<file path="src/rtl/core/esort_pkg.sv">
// shared types and sizes for the exchange sort engine
// no dependencies; compiled first
package esort_pkg;

  localparam int MAX_RECORDS = 64;
  localparam int IDX_W       = $clog2(MAX_RECORDS);
  localparam int CNT_W       = $clog2(MAX_RECORDS + 1);
  localparam int KEY_W       = 32;
  localparam int TAG_W       = 16;
  localparam int REC_W       = KEY_W + TAG_W;

  typedef struct packed {
    logic [KEY_W-1:0] key;
    logic [TAG_W-1:0] tag;
  } rec_t;

  typedef struct packed {
    logic             we;
    logic [IDX_W-1:0] waddr;
    rec_t             wdata;
    logic [IDX_W-1:0] raddr;
  } mem_req_t;

  typedef enum logic [2:0] {
    S_LOAD,
    S_FETCH_I,
    S_LATCH_I,
    S_SCAN,
    S_WRITE_I,
    S_OUT_RD,
    S_OUT_LD,
    S_OUT_SHOW
  } state_t;

endpackage

</file>
<file path="src/rtl/core/esort_if.sv">
// valid/ready channel interfaces for record input and sorted output
// depends on esort_pkg for field widths
interface esort_in_if import esort_pkg::*; ();
  logic             valid;
  logic             ready;
  logic [KEY_W-1:0] record_key;
  logic [TAG_W-1:0] record_tag;
  logic             last_record;

  modport source (output valid, record_key, record_tag, last_record, input ready);
  modport sink   (input valid, record_key, record_tag, last_record, output ready);
endinterface

interface esort_out_if import esort_pkg::*; ();
  logic             valid;
  logic             ready;
  logic [KEY_W-1:0] sorted_key;
  logic [TAG_W-1:0] sorted_tag;
  logic             final_result;
  logic             overflowed;

  modport source (output valid, sorted_key, sorted_tag, final_result, overflowed,
                  input ready);
  modport sink   (input valid, sorted_key, sorted_tag, final_result, overflowed,
                  output ready);
endinterface

</file>
<file path="src/rtl/core/exchange_sort_engine.sv">
// top level of the exchange sort engine: record ram plus sequencer
// depends on esort_pkg, esort_if, esort_ram, esort_seq
//
//  channel  dir  handshake       beat
//  in_ch    in   valid / ready   record_key, record_tag, last_record
//  out_ch   out  valid / ready   sorted_key, sorted_tag, final_result, overflowed
//
// loading: ready is high throughout the load state; it stays low from the last
// beat until the final result has gone out. the sort of n records uses the
// single comparator and the one-read-port ram, and runs when n >= 2.
// emission: S_OUT_RD, then S_OUT_LD and S_OUT_SHOW per result; stalls on out_ch.
// synchronous reset empties the set; ram contents need no clearing.
module exchange_sort_engine import esort_pkg::*; (
  input logic        clk,
  input logic        rst_n,
  esort_in_if.sink   in_ch,
  esort_out_if.source out_ch
);

  rec_t     in_rec;
  rec_t     out_rec;
  rec_t     mem_rdata;
  mem_req_t mem_req;
  logic     [REC_W-1:0] rdata_raw;

  assign in_rec.key = in_ch.record_key;
  assign in_rec.tag = in_ch.record_tag;
  assign mem_rdata  = rec_t'(rdata_raw);

  esort_ram #(
    .ADDR_W (IDX_W),
    .DATA_W (REC_W)
  ) u_ram (
    .clk   (clk),
    .we    (mem_req.we),
    .waddr (mem_req.waddr),
    .wdata (mem_req.wdata),
    .raddr (mem_req.raddr),
    .rdata (rdata_raw)
  );

  esort_seq u_seq (
    .clk       (clk),
    .rst_n     (rst_n),
    .in_valid  (in_ch.valid),
    .in_ready  (in_ch.ready),
    .in_rec    (in_rec),
    .in_last   (in_ch.last_record),
    .mem_req   (mem_req),
    .mem_rdata (mem_rdata),
    .out_valid (out_ch.valid),
    .out_ready (out_ch.ready),
    .out_rec   (out_rec),
    .out_final (out_ch.final_result),
    .out_ovf   (out_ch.overflowed)
  );

  assign out_ch.sorted_key = out_rec.key;
  assign out_ch.sorted_tag = out_rec.tag;

endmodule

</file>
<file path="src/rtl/core/esort_ram.sv">
// generic single write, single read port ram with registered read data
// no dependencies
module esort_ram #(
  parameter int ADDR_W = 6,
  parameter int DATA_W = 48
) (
  input  logic              clk,
  input  logic              we,
  input  logic [ADDR_W-1:0] waddr,
  input  logic [DATA_W-1:0] wdata,
  input  logic [ADDR_W-1:0] raddr,
  output logic [DATA_W-1:0] rdata
);

  logic [DATA_W-1:0] mem [(1 << ADDR_W)];
  logic [DATA_W-1:0] rdata_r;

  always_ff @(posedge clk) begin
    if (we) begin
      mem[waddr] <= wdata;
    end
  end

  always_ff @(posedge clk) begin
    rdata_r <= mem[raddr];
  end

  assign rdata = rdata_r;

endmodule

</file>
<file path="src/rtl/core/esort_seq.sv">
// sequencer and shared key comparator: load, exchange sort, emit
// depends on esort_pkg; drives the record ram through a mem_req_t
module esort_seq import esort_pkg::*; (
  input  logic     clk,
  input  logic     rst_n,
  input  logic     in_valid,
  output logic     in_ready,
  input  rec_t     in_rec,
  input  logic     in_last,
  output mem_req_t mem_req,
  input  rec_t     mem_rdata,
  output logic     out_valid,
  input  logic     out_ready,
  output rec_t     out_rec,
  output logic     out_final,
  output logic     out_ovf
);

  state_t           state_r, state_nxt;
  logic [CNT_W-1:0] count_r, count_nxt;
  logic             ovf_r, ovf_nxt;
  logic [CNT_W-1:0] i_r, i_nxt;
  logic [CNT_W-1:0] j_r, j_nxt;
  logic [CNT_W-1:0] k_r, k_nxt;
  rec_t             cur_r, cur_nxt;
  rec_t             out_rec_r, out_rec_nxt;
  logic             out_last_r, out_last_nxt;
  logic [CNT_W-1:0] last_pos;
  logic [CNT_W-1:0] j_inc;
  logic [CNT_W-1:0] i_inc;
  logic [CNT_W-1:0] k_inc;
  logic             in_fire;
  logic             swap;

  assign last_pos = count_r - CNT_W'(1);
  assign j_inc    = j_r + CNT_W'(1);
  assign i_inc    = i_r + CNT_W'(1);
  assign k_inc    = k_r + CNT_W'(1);
  assign in_fire  = in_valid && in_ready;
  assign swap     = cur_r.key > mem_rdata.key;

  // next state
  always_comb begin
    state_nxt = state_r;
    case (state_r)
      S_LOAD: begin
        if (in_fire && in_last) begin
          state_nxt = (count_nxt >= CNT_W'(2)) ? S_FETCH_I : S_OUT_RD;
        end
      end
      S_FETCH_I: state_nxt = S_LATCH_I;
      S_LATCH_I: state_nxt = S_SCAN;
      S_SCAN: begin
        if (j_r == last_pos) begin
          state_nxt = S_WRITE_I;
        end
      end
      S_WRITE_I: begin
        state_nxt = (i_r + CNT_W'(2) < count_r) ? S_LATCH_I : S_OUT_RD;
      end
      S_OUT_RD: state_nxt = S_OUT_LD;
      S_OUT_LD: state_nxt = S_OUT_SHOW;
      S_OUT_SHOW: begin
        if (out_ready) begin
          state_nxt = out_last_r ? S_LOAD : S_OUT_LD;
        end
      end
      default: state_nxt = S_LOAD;
    endcase
  end

  // outputs and datapath
  always_comb begin
    count_nxt    = count_r;
    ovf_nxt      = ovf_r;
    i_nxt        = i_r;
    j_nxt        = j_r;
    k_nxt        = k_r;
    cur_nxt      = cur_r;
    out_rec_nxt  = out_rec_r;
    out_last_nxt = out_last_r;
    mem_req      = '0;
    in_ready     = 1'b0;
    out_valid    = 1'b0;
    case (state_r)
      S_LOAD: begin
        in_ready = 1'b1;
        i_nxt    = '0;
        k_nxt    = '0;
        if (in_fire) begin
          if (count_r < CNT_W'(MAX_RECORDS)) begin
            mem_req.we    = 1'b1;
            mem_req.waddr = count_r[IDX_W-1:0];
            mem_req.wdata = in_rec;
            count_nxt     = count_r + CNT_W'(1);
          end else begin
            ovf_nxt = 1'b1;
          end
        end
      end
      S_FETCH_I: begin
        mem_req.raddr = i_r[IDX_W-1:0];
        j_nxt         = i_inc;
      end
      S_LATCH_I: begin
        cur_nxt       = mem_rdata;
        mem_req.raddr = j_r[IDX_W-1:0];
      end
      S_SCAN: begin
        mem_req.raddr = j_inc[IDX_W-1:0];
        if (swap) begin
          mem_req.we    = 1'b1;
          mem_req.waddr = j_r[IDX_W-1:0];
          mem_req.wdata = cur_r;
          cur_nxt       = mem_rdata;
        end
        if (j_r != last_pos) begin
          j_nxt = j_inc;
        end
      end
      S_WRITE_I: begin
        mem_req.we    = 1'b1;
        mem_req.waddr = i_r[IDX_W-1:0];
        mem_req.wdata = cur_r;
        mem_req.raddr = i_inc[IDX_W-1:0];
        i_nxt         = i_inc;
        j_nxt         = i_r + CNT_W'(2);
      end
      S_OUT_RD: begin
        mem_req.raddr = k_r[IDX_W-1:0];
      end
      S_OUT_LD: begin
        out_rec_nxt   = mem_rdata;
        out_last_nxt  = (k_r == last_pos);
        mem_req.raddr = k_inc[IDX_W-1:0];
      end
      S_OUT_SHOW: begin
        out_valid     = 1'b1;
        mem_req.raddr = k_inc[IDX_W-1:0];
        if (out_ready) begin
          if (out_last_r) begin
            count_nxt = '0;
            ovf_nxt   = 1'b0;
          end else begin
            k_nxt = k_inc;
          end
        end
      end
      default: begin
        mem_req = '0;
      end
    endcase
  end

  always_ff @(posedge clk) begin
    if (!rst_n) begin
      state_r <= S_LOAD;
      count_r <= '0;
      ovf_r   <= 1'b0;
      i_r     <= '0;
      j_r     <= '0;
      k_r     <= '0;
    end else begin
      state_r <= state_nxt;
      count_r <= count_nxt;
      ovf_r   <= ovf_nxt;
      i_r     <= i_nxt;
      j_r     <= j_nxt;
      k_r     <= k_nxt;
    end
  end

  always_ff @(posedge clk) begin
    cur_r      <= cur_nxt;
    out_rec_r  <= out_rec_nxt;
    out_last_r <= out_last_nxt;
  end

  assign out_rec   = out_rec_r;
  assign out_final = out_last_r;
  assign out_ovf   = ovf_r;

endmodule

</file>
<file path="src/flat_wrapper.sv">
// flat-port wrapper written by rule: the top's interface ports become plain ports
module exchange_sort_engine_flat import esort_pkg::*;
  (clk, rst_n, in_ch_valid, in_ch_record_key, in_ch_record_tag, in_ch_last_record, in_ch_ready, out_ch_valid, out_ch_sorted_key, out_ch_sorted_tag, out_ch_final_result, out_ch_overflowed, out_ch_ready);
  esort_in_if in_ch_i ();
  esort_out_if out_ch_i ();
  input logic clk;
  input logic rst_n;
  input wire logic [$bits(in_ch_i.valid)-1:0] in_ch_valid;
  input wire logic [$bits(in_ch_i.record_key)-1:0] in_ch_record_key;
  input wire logic [$bits(in_ch_i.record_tag)-1:0] in_ch_record_tag;
  input wire logic [$bits(in_ch_i.last_record)-1:0] in_ch_last_record;
  output wire logic [$bits(in_ch_i.ready)-1:0] in_ch_ready;
  output wire logic [$bits(out_ch_i.valid)-1:0] out_ch_valid;
  output wire logic [$bits(out_ch_i.sorted_key)-1:0] out_ch_sorted_key;
  output wire logic [$bits(out_ch_i.sorted_tag)-1:0] out_ch_sorted_tag;
  output wire logic [$bits(out_ch_i.final_result)-1:0] out_ch_final_result;
  output wire logic [$bits(out_ch_i.overflowed)-1:0] out_ch_overflowed;
  input wire logic [$bits(out_ch_i.ready)-1:0] out_ch_ready;
  assign in_ch_i.valid = in_ch_valid;
  assign in_ch_i.record_key = in_ch_record_key;
  assign in_ch_i.record_tag = in_ch_record_tag;
  assign in_ch_i.last_record = in_ch_last_record;
  assign in_ch_ready = in_ch_i.ready;
  assign out_ch_valid = out_ch_i.valid;
  assign out_ch_sorted_key = out_ch_i.sorted_key;
  assign out_ch_sorted_tag = out_ch_i.sorted_tag;
  assign out_ch_final_result = out_ch_i.final_result;
  assign out_ch_overflowed = out_ch_i.overflowed;
  assign out_ch_i.ready = out_ch_ready;
  exchange_sort_engine u_core (.clk(clk), .rst_n(rst_n), .in_ch(in_ch_i), .out_ch(out_ch_i));
endmodule
</file>
<file path="config.mk">
export PLATFORM = sky130hd
export DESIGN_NAME = exchange_sort_engine_flat
export DESIGN_NICKNAME = d
export VERILOG_FILES = /design/src/rtl/core/esort_pkg.sv /design/src/rtl/core/esort_if.sv /design/src/rtl/core/exchange_sort_engine.sv /design/src/rtl/core/esort_ram.sv /design/src/rtl/core/esort_seq.sv /design/src/flat_wrapper.sv
export SDC_FILE = /design/constraint.sdc
export NUM_CORES = 2
export LEC_CHECK = 0
export BUFFER_PORTS_ARGS = -buffer_cell sky130_fd_sc_hd__buf_4
export CORE_UTILIZATION = 42
export CTS_CLUSTER_SIZE = 30
export DETAILED_ROUTE_END_ITERATION = 7
export GPL_ROUTABILITY_DRIVEN = 0
export SLEW_MARGIN = 5
export SYNTH_ARGS = -nofsm -noshare
export SYNTH_HDL_FRONTEND = slang
export SYNTH_SLANG_ARGS = --single-unit
</file>
<file path="constraint.sdc">
create_clock -name clk -period 9.8 [get_ports clk]
set_input_delay 1.96 -clock clk [delete_from_list [all_inputs] [get_ports clk]]
set_output_delay 1.96 -clock clk [all_outputs]
set_load 0.02 [all_outputs]
</file>
==> reports/results.tsv <==
stage	metric	value	unit
logic_synthesis	yosys_warnings	0	
logic_synthesis	async_flop_share	0	%
clocking	clock-root-buffer	clkbuf_16	
sta	hold_violations	0	
global_route	grt_max_degree	137	
sta	clock_skew	0.0696	ns
clocking	clkTransAtPathRegs	0.06	ns
finish	nets	9807	
logic_synthesis	ys_seq_area_share	74.7	%
placement	dp_hpwl	260000	um
sta	hold_ws	0.431	ns
sta	fin_tns_setup	0	ns
clocking	cts.path.max_buffers	4	
logic_synthesis	syn_inst	9671	
placement	dpl_worst_slack	2.86	ns
critical_path	crit_type	reg -> reg	
finish	final_cell_mix	3169 x edfxtp_1, 2656 x nand2_1, 1219 x nand3_1	
pwr	p_sw_share	37.9	%
routing	vias	86600	
routing	wl_per_cell	31.7	um
sta	report.final.slew_viol_count	0	
sta	timing.final.crit_share	69.0	%
critical_path	end_kind	flip-flop	
critical_path	rr_endpoint	u_core.u_ram.rdata[30]	
sta	rsz0062_at_grt	false	
global_route	grt_usage	28.1	%
finish	final_cells	14100	
clocking	cts-buffers-inserted	341	
routing	dr.pass1.iters	8	
global_route	grt_pass1_vias	80500	
logic_synthesis	avgSynthCellArea	13.4	um^2
critical_path	cp.required	10.51	ns
worst_hold_path	min_path_cells	0	
logic_synthesis	synth_edf_count	3169	
pwr	power.clock.fraction	28.1	%
global_route	antenna_found_initial	34	
floorplanning	die_x	557	um
critical_path	ff2ff_setup_slack	3.04	ns
global_route	grt.overflow.total	0	
pwr	seqPwrFrac	39.7	%
critical_path	startpoint_type	flip-flop	
routing	drc	0	
finish	final_common_cell	edfxtp_1	
floorplanning	pin_count	105	
pwr	comb_power_share	32.3	%
logic_synthesis	syn_nets	9769	
routing	viasPerCell	6.14	
clocking	cts_num_sinks	3249	
clocking	htree_num_levels	5	
sta	slew_headroom	3.93	%
clocking	cts_resized	0	
logic_synthesis	synth.distinct_cells	89	
pwr	power	44.7	mW
sta	setup_viol	0	
critical_path	crit_fanout	52	
routing	drt_iter0_drc	14200	
sta	worstMarginPinSlew	1.44	ns
finish	drive_above_1_share	10.2	%
routing	ant_nets	0	
pwr	p_sw	17.0	mW
clocking	cts_hold_buf	0	
routing	drt_wl_total	446000	um
global_route	grt_first_pass_wirelength	619000	um
clocking	cts_setup_buffers	0	
clocking	cts_tree	built	
pwr	leakagePower	49.5	nW
critical_path	arrival	7.47	ns
worst_hold_path	worstHoldStart	u_core.u_ram.rdata[11]	
pwr	ir_worst_vdd	0.352	mV
pwr	internal_power	27.8	mW
floorplanning	die_h	557	um
clocking	insertion_delay	0.92	ns
floorplanning	std_cell_rows	203	
sta	fin_crit	6.76	ns
floorplanning	die-area	310000	um^2
logic_synthesis	ys_ff_latch	3249	
logic_synthesis	netlist_area	129000	um^2
placement	port_buffers	104	
critical_path	r2r_start	u_core.u_seq.state_r[1]	
flow_run	drv_cap	0	
sta	final.setup.worst_slack	3.04	ns
finish	area_growth	13.1	%
logic_synthesis	synth_flop_cell	edfxtp_1	
placement	dp_cells	13500	
sta	fmax	148	MHz
floorplanning	start_util	42.3	%
worst_hold_path	holdPathEnd	u_core.u_seq.cur_r[11]	
pwr	power.density	305	nW/um^2
floorplanning	core_area	306000	um^2
worst_hold_path	min_path_type	reg -> reg	
outcome	status	completed	
critical_path	worst-r2r-cell-count	10	
## metal layers
| layer | up-vias | routed length (um) | track usage, % | part of all wire (%) |
|---|---|---|---|---|
| met3 | 923 | 56900 | 7.27 | 13 |
| met1 | 43700 | 170000 | 38.8 | 38 |
| met4 | 24 | 23700 | 13.1 | 5.3 |
| li1 | 36100 | - | - | - |
| met5 | - | 141 | 0 | 0.032 |
| met2 | 5869 | 195000 | 41.7 | 44 |
## critical path, cell delays in order (launching register included)
cell	delay, ns
dfxtp_1	0.88
nor2b_1	0.43
a221o_2	0.27
buf_4	0.37
and2_4	0.65
buf_4	0.76
buf_4	0.76
buf_4	0.54
o21ai_1	0.25
a2111oi_0	1.17
nor4_1	0.27
## cell type report
class                   instances  area, um^2
diodes                         12        30.0
fillers                     26500      160000
repair buffers                336        2840
well taps                    4100        5130
clock buffers                 428        9070
clock inverters               184        1570
multi-input cells            5732       30800
flip-flops and latches       3249       96800
inverters                      49         184
## worst max path at each step
stage / cells after the start / slack [ns] / end / startpoint
2_1_floorplan: 8 / 4.01 / u_core.u_ram.mem[22][0] / in_ch_valid
3_3_place_gp: 10 / 2.89 / u_core.u_ram.mem[50][30] / in_ch_valid
3_5_place_dp: 10 / 2.86 / u_core.u_ram.mem[54][38] / in_ch_valid
4_1_cts: 10 / 3.35 / u_core.u_ram.rdata[30] / u_core.u_seq.state_r[1]
5_1_grt: 11 / 3.03 / u_core.u_ram.mem[24][35] / u_core.u_seq.state_r[2]
6_report: 10 / 3.04 / u_core.u_ram.rdata[30] / u_core.u_seq.state_r[1]
## sequential cells by signal, indices dropped and copies added (netlist names)
signal / flops
u_core.u_seq.count_r: 7
u_core.u_seq.j_r: 7
u_core.u_seq.state_r: 3
u_core.u_seq.out_rec: 48
u_core.u_seq.k_r: 7
u_core.u_ram.mem: 3072
u_core.u_seq.out_final: 1
u_core.u_seq.i_r: 7
u_core.u_ram.rdata: 48
u_core.u_seq.cur_r: 48
u_core.u_seq.out_ovf: 1
## metrics by stage
| step | util (%) | area [um^2] |
|---|---|---|
| after floorplan | - | 129000 |
| after global placement | 44.3 | 136000 |
| after detailed placement | 44.3 | 136000 |
| after CTS | 47.8 | 146000 |
| after global routing | 47.8 | 146000 |
| final | 47.8 | 146000 |
## synthesized netlist by cell type, drive strengths merged, types with 6 or more instances
library cell | count | area share, %
and3 | 180 | 0.87
dfxtp | 80 | 1.2
a22o | 54 | 0.37
nand3 | 1219 | 4.7
clkbuf | 227 | 0.66
a221oi | 39 | 0.26
nor2b | 19 | 0.092
nand4 | 43 | 0.21
a31oi | 135 | 0.65
nor2 | 123 | 0.37
mux2 | 29 | 0.25
xor2 | 15 | 0.10
mux2i | 224 | 1.7
o31ai | 10 | 0.058
o21a | 6 | 0.035
a31o | 16 | 0.11
o211ai | 9 | 0.052
buf | 414 | 1.5
ha | 45 | 0.43
a22oi | 13 | 0.075
a211o | 8 | 0.054
o221a | 9 | 0.078
a211oi | 58 | 0.34
a41oi | 34 | 0.23
a21oi | 233 | 0.90
o22ai | 18 | 0.087
a21o | 22 | 0.13
o21ai | 113 | 0.44
edfxtp | 3169 | 74
nor3 | 20 | 0.077
a32oi | 57 | 0.39
nand2 | 2658 | 7.7
and2 | 16 | 0.077
o2111ai | 10 | 0.068
a2111oi | 18 | 0.12
o221ai | 17 | 0.12
nor4 | 17 | 0.087
a311oi | 139 | 0.94
a311o | 6 | 0.046
xnor2 | 22 | 0.15
inv | 49 | 0.14
## power groups by stage
stage               Clock [mW]  Combinational, mW  Sequential [mW]
floorplan                    0               7.84             17.8
finish                    12.5               14.4             17.7
CTS                       12.6               14.1             17.7
global placement             0               13.9             18.0
global route              13.1               15.0             17.7
detailed placement           0               14.1             18.0
## cells by family (layout without fill, tap and decap cells)
family | count (synthesis) | in the layout | share of synthesized area, %
adder cells (fa/ha/maj) | 45 | 45 | 0.435
buffers and inverters | 690 | 997 | 2.29
XOR/XNOR | 37 | 37 | 0.250
AND/OR/NAND/NOR | 4337 | 4337 | 14.5
multiplexers | 255 | 255 | 2.02
flip-flops | 3249 | 3249 | 74.7
AO/OA/AOI/OAI | 1058 | 1058 | 5.79
other | 0 | 12 | 0
Power figures use the tool's default switching activity.
